$ cat config.mk
export PLATFORM = sky130hd
export DESIGN_NAME = firing_node_controller
export DESIGN_NICKNAME = d
export VERILOG_FILES = /design/src/hw/rtl/fnc_pkg.sv /design/src/hw/rtl/fnc_pulse_bank.sv /design/src/hw/rtl/firing_node_controller.sv
export SDC_FILE = /design/constraint.sdc
export NUM_CORES = 1
export LEC_CHECK = 0
export CAP_MARGIN = 20
export CORE_MARGIN = 4
export CORE_UTILIZATION = 41
export DETAILED_ROUTE_END_ITERATION = 6
export DONT_BUFFER_PORTS = 1
export PLACE_DENSITY = 0.53
export SLEW_MARGIN = 20
export SYNTH_ARGS = -nofsm -noshare
export SYNTH_HDL_FRONTEND = slang
export SYNTH_SLANG_ARGS = --single-unit
export TNS_END_PERCENT = 5
$ cat constraint.sdc
create_clock -name clock -period 2.76 [get_ports clock]
set_input_delay 0.276 -clock clock [delete_from_list [all_inputs] [get_ports clock]]
set_output_delay 0.276 -clock clock [all_outputs]
set_load 0.1 [all_outputs]
$ cat src/hw/rtl/fnc_pkg.sv
// Firing node controller: shared codes, defaults and control types.
// No dependencies; imported by every module of the block.
`timescale 1ns / 1ps
`default_nettype none

package fnc_pkg;

   // Default number of firing outputs
   localparam int OUTPUT_COUNT_DEF = 4;

   // Field widths
   localparam int THR_W   = 12;
   localparam int CNT_W   = 16;
   localparam int VALUE_W = 8;
   localparam int VIS_W   = 4;   // outputs visible on the result item

   // Item action codes
   localparam logic [1:0] ACT_TICK   = 2'd0;
   localparam logic [1:0] ACT_SAMPLE = 2'd1;
   localparam logic [1:0] ACT_MSG    = 2'd2;

   // Message kinds
   localparam logic [1:0] KIND_PING = 2'd0;
   localparam logic [1:0] KIND_SET  = 2'd1;
   localparam logic [1:0] KIND_GET  = 2'd2;

   // Message tags
   localparam logic [1:0] TAG_ARM    = 2'd0;
   localparam logic [1:0] TAG_FIRE   = 2'd1;
   localparam logic [1:0] TAG_STATUS = 2'd2;

   // Register indexes
   localparam logic [1:0] CSR_OPEN_THRESHOLD = 2'd0;
   localparam logic [1:0] CSR_PULSE_TICKS    = 2'd1;
   localparam logic [1:0] CSR_CHECK_TICKS    = 2'd2;
   localparam logic [1:0] CSR_LINK_TICKS     = 2'd3;

   // Register reset values
   localparam logic [THR_W-1:0] OPEN_THRESHOLD_RST = 12'd2048;
   localparam logic [CNT_W-1:0] PULSE_TICKS_RST    = 16'd1000;
   localparam logic [CNT_W-1:0] CHECK_TICKS_RST    = 16'd200;
   localparam logic [CNT_W-1:0] LINK_TICKS_RST     = 16'd2500;
   localparam logic [VIS_W-1:0] OPEN_BITS_RST      = 4'hF;

   // Control from the item decode to the pulse timers
   typedef struct packed {
      logic               tick;       // count down active pulses
      logic               clear_all;  // disarm: drop all outputs
      logic               fire;       // start a pulse
      logic [VALUE_W-1:0] fire_index;
   } pulse_ctl_type;

endpackage

`default_nettype wire

$ cat src/hw/rtl/fnc_pulse_bank.sv
// Firing node controller: per-output pulse timers and drive bits.
// Depends on fnc_pkg.
`timescale 1ns / 1ps
`default_nettype none

module fnc_pulse_bank
   import fnc_pkg::*;
#(
   parameter int OUTPUT_COUNT = OUTPUT_COUNT_DEF
) (
   input  wire logic                    clock,
   input  wire logic                    reset,
   input  wire pulse_ctl_type           ctl,
   input  wire logic [CNT_W-1:0]        pulse_ticks,
   output logic      [OUTPUT_COUNT-1:0] drive_next
);

   logic [CNT_W-1:0]        pulse_count_ff [OUTPUT_COUNT];
   logic [CNT_W-1:0]        pulse_count_in [OUTPUT_COUNT];
   logic [OUTPUT_COUNT-1:0] drive_ff;
   logic [OUTPUT_COUNT-1:0] drive_in;

   // One timer per output; fire wins over the tick for its own output
   always_comb begin
      for (int k = 0; k < OUTPUT_COUNT; k++) begin
         drive_in[k]       = drive_ff[k];
         pulse_count_in[k] = pulse_count_ff[k];
         if (ctl.tick && drive_ff[k]) begin
            if (pulse_count_ff[k] == '0) begin
               drive_in[k] = 1'b0;
            end else begin
               pulse_count_in[k] = pulse_count_ff[k] - 1'b1;
            end
         end
         if (ctl.clear_all) begin
            drive_in[k]       = 1'b0;
            pulse_count_in[k] = '0;
         end
         if (ctl.fire && ctl.fire_index == VALUE_W'(k)) begin
            drive_in[k]       = 1'b1;
            pulse_count_in[k] = pulse_ticks;
         end
      end
   end

   always_ff @(posedge clock) begin
      if (reset) begin
         drive_ff <= '0;
      end else begin
         drive_ff <= drive_in;
      end
   end

   // Counts only matter while their drive bit is set
   always_ff @(posedge clock) begin
      for (int k = 0; k < OUTPUT_COUNT; k++) begin
         pulse_count_ff[k] <= pulse_count_in[k];
      end
   end

   assign drive_next = drive_in;

endmodule

`default_nettype wire

$ cat src/hw/rtl/firing_node_controller.sv
// Firing node controller top level: item decode, arm/link/scan state, result register.
// Depends on fnc_pkg and fnc_pulse_bank.
//
//  channel | dir | handshake              | payload
//  req_    | in  | req_valid / req_ready  | action, adc_sample, msg_kind, msg_tag, msg_value
//  rsp_    | out | rsp_valid / rsp_ready  | outputs_on, is_armed, is_connected, open_mask,
//          |     |                        | reply_valid, sample_request, sample_channel
//  csr_    | in  | csr_valid / csr_ready  | csr_index, csr_data (always ready)
//
// An item is registered on accept and its result is registered as the item advances:
// one item per cycle sustained while results are taken. The input register and the
// result register part the two sides, so a new item is taken while a result waits.
// A stalled result holds the pipe only when both registers are full.
// Reset clears the valid flags, node state and drive bits and restores register defaults.
`timescale 1ns / 1ps
`default_nettype none

module firing_node_controller
   import fnc_pkg::*;
#(
   parameter int OUTPUT_COUNT = OUTPUT_COUNT_DEF
) (
   input  wire logic               clock,
   input  wire logic               reset,
   // input items
   input  wire logic               req_valid,
   output logic                    req_ready,
   input  wire logic [1:0]         req_action,
   input  wire logic [THR_W-1:0]   req_adc_sample,
   input  wire logic [1:0]         req_msg_kind,
   input  wire logic [1:0]         req_msg_tag,
   input  wire logic [VALUE_W-1:0] req_msg_value,
   // result items
   output logic                    rsp_valid,
   input  wire logic               rsp_ready,
   output logic [VIS_W-1:0]        rsp_outputs_on,
   output logic                    rsp_is_armed,
   output logic                    rsp_is_connected,
   output logic [VIS_W-1:0]        rsp_open_mask,
   output logic                    rsp_reply_valid,
   output logic                    rsp_sample_request,
   output logic [1:0]              rsp_sample_channel,
   // configuration
   input  wire logic               csr_valid,
   output logic                    csr_ready,
   input  wire logic [1:0]         csr_index,
   input  wire logic [CNT_W-1:0]   csr_data
);

   // Configuration registers
   logic [THR_W-1:0] open_threshold_ff;
   logic [CNT_W-1:0] pulse_ticks_ff;
   logic [CNT_W-1:0] check_ticks_ff;
   logic [CNT_W-1:0] link_ticks_ff;

   assign csr_ready = 1'b1;

   always_ff @(posedge clock) begin
      if (reset) begin
         open_threshold_ff <= OPEN_THRESHOLD_RST;
         pulse_ticks_ff    <= PULSE_TICKS_RST;
         check_ticks_ff    <= CHECK_TICKS_RST;
         link_ticks_ff     <= LINK_TICKS_RST;
      end else if (csr_valid) begin
         unique case (csr_index)
            CSR_OPEN_THRESHOLD: open_threshold_ff <= csr_data[THR_W-1:0];
            CSR_PULSE_TICKS:    pulse_ticks_ff    <= csr_data;
            CSR_CHECK_TICKS:    check_ticks_ff    <= csr_data;
            CSR_LINK_TICKS:     link_ticks_ff     <= csr_data;
            default: ;
         endcase
      end
   end

   // Input register
   logic               in_valid_ff;
   logic [1:0]         action_ff;
   logic [THR_W-1:0]   adc_sample_ff;
   logic [1:0]         msg_kind_ff;
   logic [1:0]         msg_tag_ff;
   logic [VALUE_W-1:0] msg_value_ff;
   logic               advance;
   logic               rsp_valid_ff;

   assign advance   = in_valid_ff && (!rsp_valid_ff || rsp_ready);
   assign req_ready = !in_valid_ff || advance;

   always_ff @(posedge clock) begin
      if (reset) begin
         in_valid_ff <= 1'b0;
      end else if (req_ready) begin
         in_valid_ff <= req_valid;
      end
   end

   always_ff @(posedge clock) begin
      if (req_valid && req_ready) begin
         action_ff     <= req_action;
         adc_sample_ff <= req_adc_sample;
         msg_kind_ff   <= req_msg_kind;
         msg_tag_ff    <= req_msg_tag;
         msg_value_ff  <= req_msg_value;
      end
   end

   // Node state
   logic             armed_ff, armed_in;
   logic             connected_ff, connected_in;
   logic [VIS_W-1:0] open_bits_ff, open_bits_in;
   logic [1:0]       scan_channel_ff, scan_channel_in;
   logic [CNT_W-1:0] check_count_ff, check_count_in;
   logic [CNT_W-1:0] link_count_ff, link_count_in;
   logic             reply_in;
   logic             request_in;
   pulse_ctl_type    pulse_ctl;

   // Item decode and state update
   always_comb begin
      armed_in        = armed_ff;
      connected_in    = connected_ff;
      open_bits_in    = open_bits_ff;
      scan_channel_in = scan_channel_ff;
      check_count_in  = check_count_ff;
      link_count_in   = link_count_ff;
      reply_in        = 1'b0;
      request_in      = 1'b0;
      pulse_ctl       = '0;
      pulse_ctl.fire_index = msg_value_ff;
      case (action_ff)
         ACT_TICK: begin
            pulse_ctl.tick = 1'b1;
            if (check_count_ff == '0) begin
               if (!armed_ff) begin
                  request_in     = 1'b1;
                  check_count_in = check_ticks_ff;
               end
            end else begin
               check_count_in = check_count_ff - 1'b1;
            end
            // link loss disarms but leaves outputs running
            if (link_count_ff == '0) begin
               armed_in     = 1'b0;
               connected_in = 1'b0;
            end else begin
               link_count_in = link_count_ff - 1'b1;
            end
         end
         ACT_SAMPLE: begin
            open_bits_in[scan_channel_ff] = (adc_sample_ff < open_threshold_ff);
            scan_channel_in = scan_channel_ff + 1'b1;
         end
         ACT_MSG: begin
            case (msg_kind_ff)
               KIND_PING: begin
                  link_count_in = link_ticks_ff;
                  armed_in      = 1'b1;
               end
               KIND_SET: begin
                  link_count_in = link_ticks_ff;
                  if (msg_tag_ff == TAG_ARM) begin
                     armed_in            = (msg_value_ff != '0);
                     pulse_ctl.clear_all = (msg_value_ff == '0);
                  end else if (msg_tag_ff == TAG_FIRE) begin
                     pulse_ctl.fire = 1'b1;
                  end
               end
               KIND_GET: begin
                  link_count_in = link_ticks_ff;
                  if (msg_tag_ff == TAG_STATUS) begin
                     reply_in     = 1'b1;
                     connected_in = 1'b1;
                  end
               end
               default: ;
            endcase
         end
         default: ;
      endcase
      if (!advance) begin
         pulse_ctl = '0;
      end
   end

   always_ff @(posedge clock) begin
      if (reset) begin
         armed_ff        <= 1'b0;
         connected_ff    <= 1'b0;
         open_bits_ff    <= OPEN_BITS_RST;
         scan_channel_ff <= '0;
         check_count_ff  <= '0;
         link_count_ff   <= '0;
      end else if (advance) begin
         armed_ff        <= armed_in;
         connected_ff    <= connected_in;
         open_bits_ff    <= open_bits_in;
         scan_channel_ff <= scan_channel_in;
         check_count_ff  <= check_count_in;
         link_count_ff   <= link_count_in;
      end
   end

   // Output pulse timers
   logic [OUTPUT_COUNT-1:0] drive_next;
   logic [VIS_W-1:0]        outs_in;

   fnc_pulse_bank #(
      .OUTPUT_COUNT(OUTPUT_COUNT)
   ) u_pulse_bank (
      .clock      (clock),
      .reset      (reset),
      .ctl        (pulse_ctl),
      .pulse_ticks(pulse_ticks_ff),
      .drive_next (drive_next)
   );

   // Only the first four outputs are visible
   always_comb begin
      outs_in = '0;
      for (int k = 0; k < VIS_W; k++) begin
         if (k < OUTPUT_COUNT) begin
            outs_in[k] = drive_next[k];
         end
      end
   end

   // Result register
   always_ff @(posedge clock) begin
      if (reset) begin
         rsp_valid_ff <= 1'b0;
      end else if (advance) begin
         rsp_valid_ff <= 1'b1;
      end else if (rsp_ready) begin
         rsp_valid_ff <= 1'b0;
      end
   end

   always_ff @(posedge clock) begin
      if (advance) begin
         rsp_outputs_on     <= outs_in;
         rsp_is_armed       <= armed_in;
         rsp_is_connected   <= connected_in;
         rsp_open_mask      <= open_bits_in;
         rsp_reply_valid    <= reply_in;
         rsp_sample_request <= request_in;
         rsp_sample_channel <= scan_channel_in;
      end
   end

   assign rsp_valid = rsp_valid_ff;

endmodule

`default_nettype wire

==> flow_summary.yaml <==
worst_setup_path:
  cp-start-kind: "flip-flop"
  cp.arrival_ns: 2.87
  cpPeakStageDelay_ns: 0.59
  cp_num_buf_inv: 2
  path_class: "flip-flop to flip-flop"
  path_cells: "or4_4, or3_1, buf_4, nor3_4, nor2_1, nand2_1, buf_12"
  end_kind: "flip-flop"
  crit_fanout: 16
  worstPathRequired_ns: 2.99
  cp_top_family: "simple AND/OR/NAND/NOR gates"
  crit_slowest_cell: "or4_4"
final_layout:
  post-route-util_pct: 50.2
  final_nets: 1252
  area_growth_pct: 19.3
  fillers: 2314
  finalInstanceArea_um2: 12300
  final_cell_mix: "nand2_1, dfxtp_1, edfxtp_1"
  drive_above_1_share_pct: 10.2
  final_common_cell: "nand2_1"
cts:
  worstSkewPairLatency_ns: 0.54
  cts_root_buffer: "clkbuf_16"
  cts_sinks: 210
  cts_tree: "done"
  cts-buffers-inserted: 26
  clk_pin_slew_ns: 0.06
  cts_setup_buffers: 0
  clk_path_buf_depth: 3
  cts.htree.levels: 1
power:
  irDropWorstVdd_v: 0.000447
  leakage_nw: 4.47
  p_per_area_nw_per_um2: 641
logic_synthesis:
  ys_types: 68
  synth_enable_flop_cells: 104
  synth-main-ff-cell: "dfxtp_1"
  syn_inst: 1117
  synthTopCellsByArea: "edfxtp_1, dfxtp_1, nand2_1"
  syn_area_um2: 10300
  synth_area_per_cell_um2: 9.26
  synth.net_count: 1188
  postSynth.asyncResetShare_pct: 0
  ys_seq_elements: 210
  yosysSeqAreaShare_pct: 50.7
  yosysTopAreaCellShare_pct: 30.2
  yosysTopAreaCell: "edfxtp_1"
  yosys_warnings: 0
route:
  met3_wirelength_mm: 1.58
  drt.antenna.violating_nets: 0
  met1_length_mm: 13.6
  wl_per_cell_um: 18.4
  drtIter0Drc: 541
  totalWireLength_mm: 28.1
  route.detailed.drc: 0
  route.met2.wl_mm: 12.4
  top_layer: "met5"
  vias: 8391
  vias_per_cell: 5.49
  dr.pass1.iters: 5
floorplanning:
  die_h_um: 167
  io_pins: 66
  die_x_um: 167
  dieArea_um2: 27800
  coreArea_um2: 24600
  start_util_pct: 42.1
  core.rowCount: 57
global_route:
  grt_max_degree: 104
  grt_pass1_wl_mm: 45.0
  grt_util_all_layers_pct: 19.8
  grt_overflow: 0
  antenna_found_initial: 4
  grt_pass1_vias: 8030
place:
  gp_congestion: 0.798
  dpl.hpwl_mm: 19.1
  dpl_cell_area_um2: 10900
  io_buffers: 0
run_status:
  status: "complete, no violations"
sta:
  relSlewSlack_pct: 39.3
  fin_skew_ns: 0.0269
  rsz0062_at_grt: "no"
  maxSlewViolCount: 0
  fmax_mhz: 379
  final_hold_viol_count: 0
  tightest_slew_ns: 0.913
  min_period_ns: 2.64
  period_share_pct: 95.5
  finalSetupViolCount: 0
worst_hold_path:
  min_path_type: "input pin to flip-flop"
run:
  max-cap-violations: 0
## cell usage after synthesis (3+ instances only)
cell	count
o211ai_1	4
or3_1	10
or4_1	15
buf_4	3
a21o_1	12
clkbuf_1	42
nor2b_1	7
nand3_1	20
o21a_1	3
a31o_2	4
o21ai_0	64
nor4_1	27
o2bb2ai_1	4
inv_1	43
nor2_1	48
o31ai_1	28
or2_2	3
and2_1	3
a31oi_1	5
o32ai_1	8
buf_1	5
ha_1	22
a221oi_1	6
nand3b_1	15
nand4_1	5
xnor2_1	30
a211oi_1	9
and3_1	3
or3b_2	5
a21oi_1	87
buf_2	10
a22o_1	12
dfxtp_1	106
xor2_1	22
nand2_1	236
nand2b_1	7
and4_1	4
mux2_2	5
edfxtp_1	104
nor3b_1	6
mux2i_1	3
nor3_1	32
## state kept, by name (all words and copies together) (netlist names), 8 cells and up
name,flops
adc_sample_ff,12
check_count_ff,16
check_ticks_ff,16
link_count_ff,16
link_ticks_ff,16
msg_value_ff,8
open_threshold_ff,12
pulse_ticks_ff,16
u_pulse_bank.pulse_count_ff,64
## worst register-to-register path, cell delays in order (launching register included)
cell	delay [ns]
edfxtp_1	0.36
or4_4	0.59
or3_1	0.43
buf_4	0.18
nor3_4	0.26
nor2_1	0.20
nand2_1	0.15
buf_12	0.16
## report_power, final
group / total [mW] / internal, mW / switching, mW
clock network: 3.63 / 2.28 / 1.34
logic: 0.797 / 0.315 / 0.482
registers: 3.50 / 3.35 / 0.146
total: 7.92 / 5.95 / 1.97
## cell families after synthesis
group                      count (synthesis)  share of synthesized area, %
DFF                                      210                          50.7
muxes                                      8                         0.834
adders and majority gates                 22                          2.66
xor gates and xnor gates                  52                          4.40
other                                      1                        0.0362
AOI/OAI and AO/OA                        259                          15.6
and+or+nand+nor                          460                          21.7
buffers and inverters                    105                          4.11
## final timing paths
| check | start | endpoint | slack (ns) | depth (start not counted) |
|---|---|---|---|---|
| setup / recovery | msg_value_ff[2]$_DFFE_PP_ | u_pulse_bank.pulse_count_ff[3][14]$_DFFE_PP_ | 0.12 | 7 |
| hold / removal | rsp_ready | in_valid_ff$_SDFFE_PP0N_ | 0.03 | 3 |
| setup reg to reg | msg_value_ff[2]$_DFFE_PP_ | u_pulse_bank.pulse_count_ff[3][14]$_DFFE_PP_ | 0.12 | 7 |
| hold reg to reg | check_ticks_ff[9]$_SDFFE_PP0P_ | check_ticks_ff[9]$_SDFFE_PP0P_ | 0.45 | 2 |
## routing by layer
layer	global-route usage, %	vias up
met5	0	-
met4	3.70	2
met3	3.46	36
met2	30.6	204
met1	29.5	3991
li1	-	4158
## through the flow
stage | setup WS (ns) | cells | TNS (ns) | hold slack [ns] | power [mW]
6_report | 0.123 | 1528 | 0 | 0.0257 | 7.92
3_3_place_gp | 0.122 | 1432 | 0 | 0.357 | 4.25
4_1_cts | 0.0307 | 1525 | 0 | 0.00888 | 7.99
5_1_grt | 0.0104 | 1528 | 0 | 0.0496 | 8.26
3_5_place_dp | 0.0742 | 1432 | 0 | 0.360 | 4.25
2_1_floorplan | -0.000630 | 1117 | -0.0101 | 0.375 | 4.04
## timing repair
action	CTS	global route
endpoints found under the setup margin	0	45
hold buffers	45	0
resized for setup	0	2
hold endpoints to repair	129	0
## cell type report
class                           count  area (um2)  share of cell area, %
Antenna cell                        3        7.51                 0.0608
Inverter                           44         165                   1.34
Clock inverter                     13         204                   1.65
Sequential cell                   210        5250                   42.5
Tap cell                          324         405                   3.28
Timing Repair Buffer               97         908                   7.36
Multi-Input combinational cell    802        4700                   38.0
Clock buffer                       35         714                   5.79
Power figures use the tool's default switching activity.
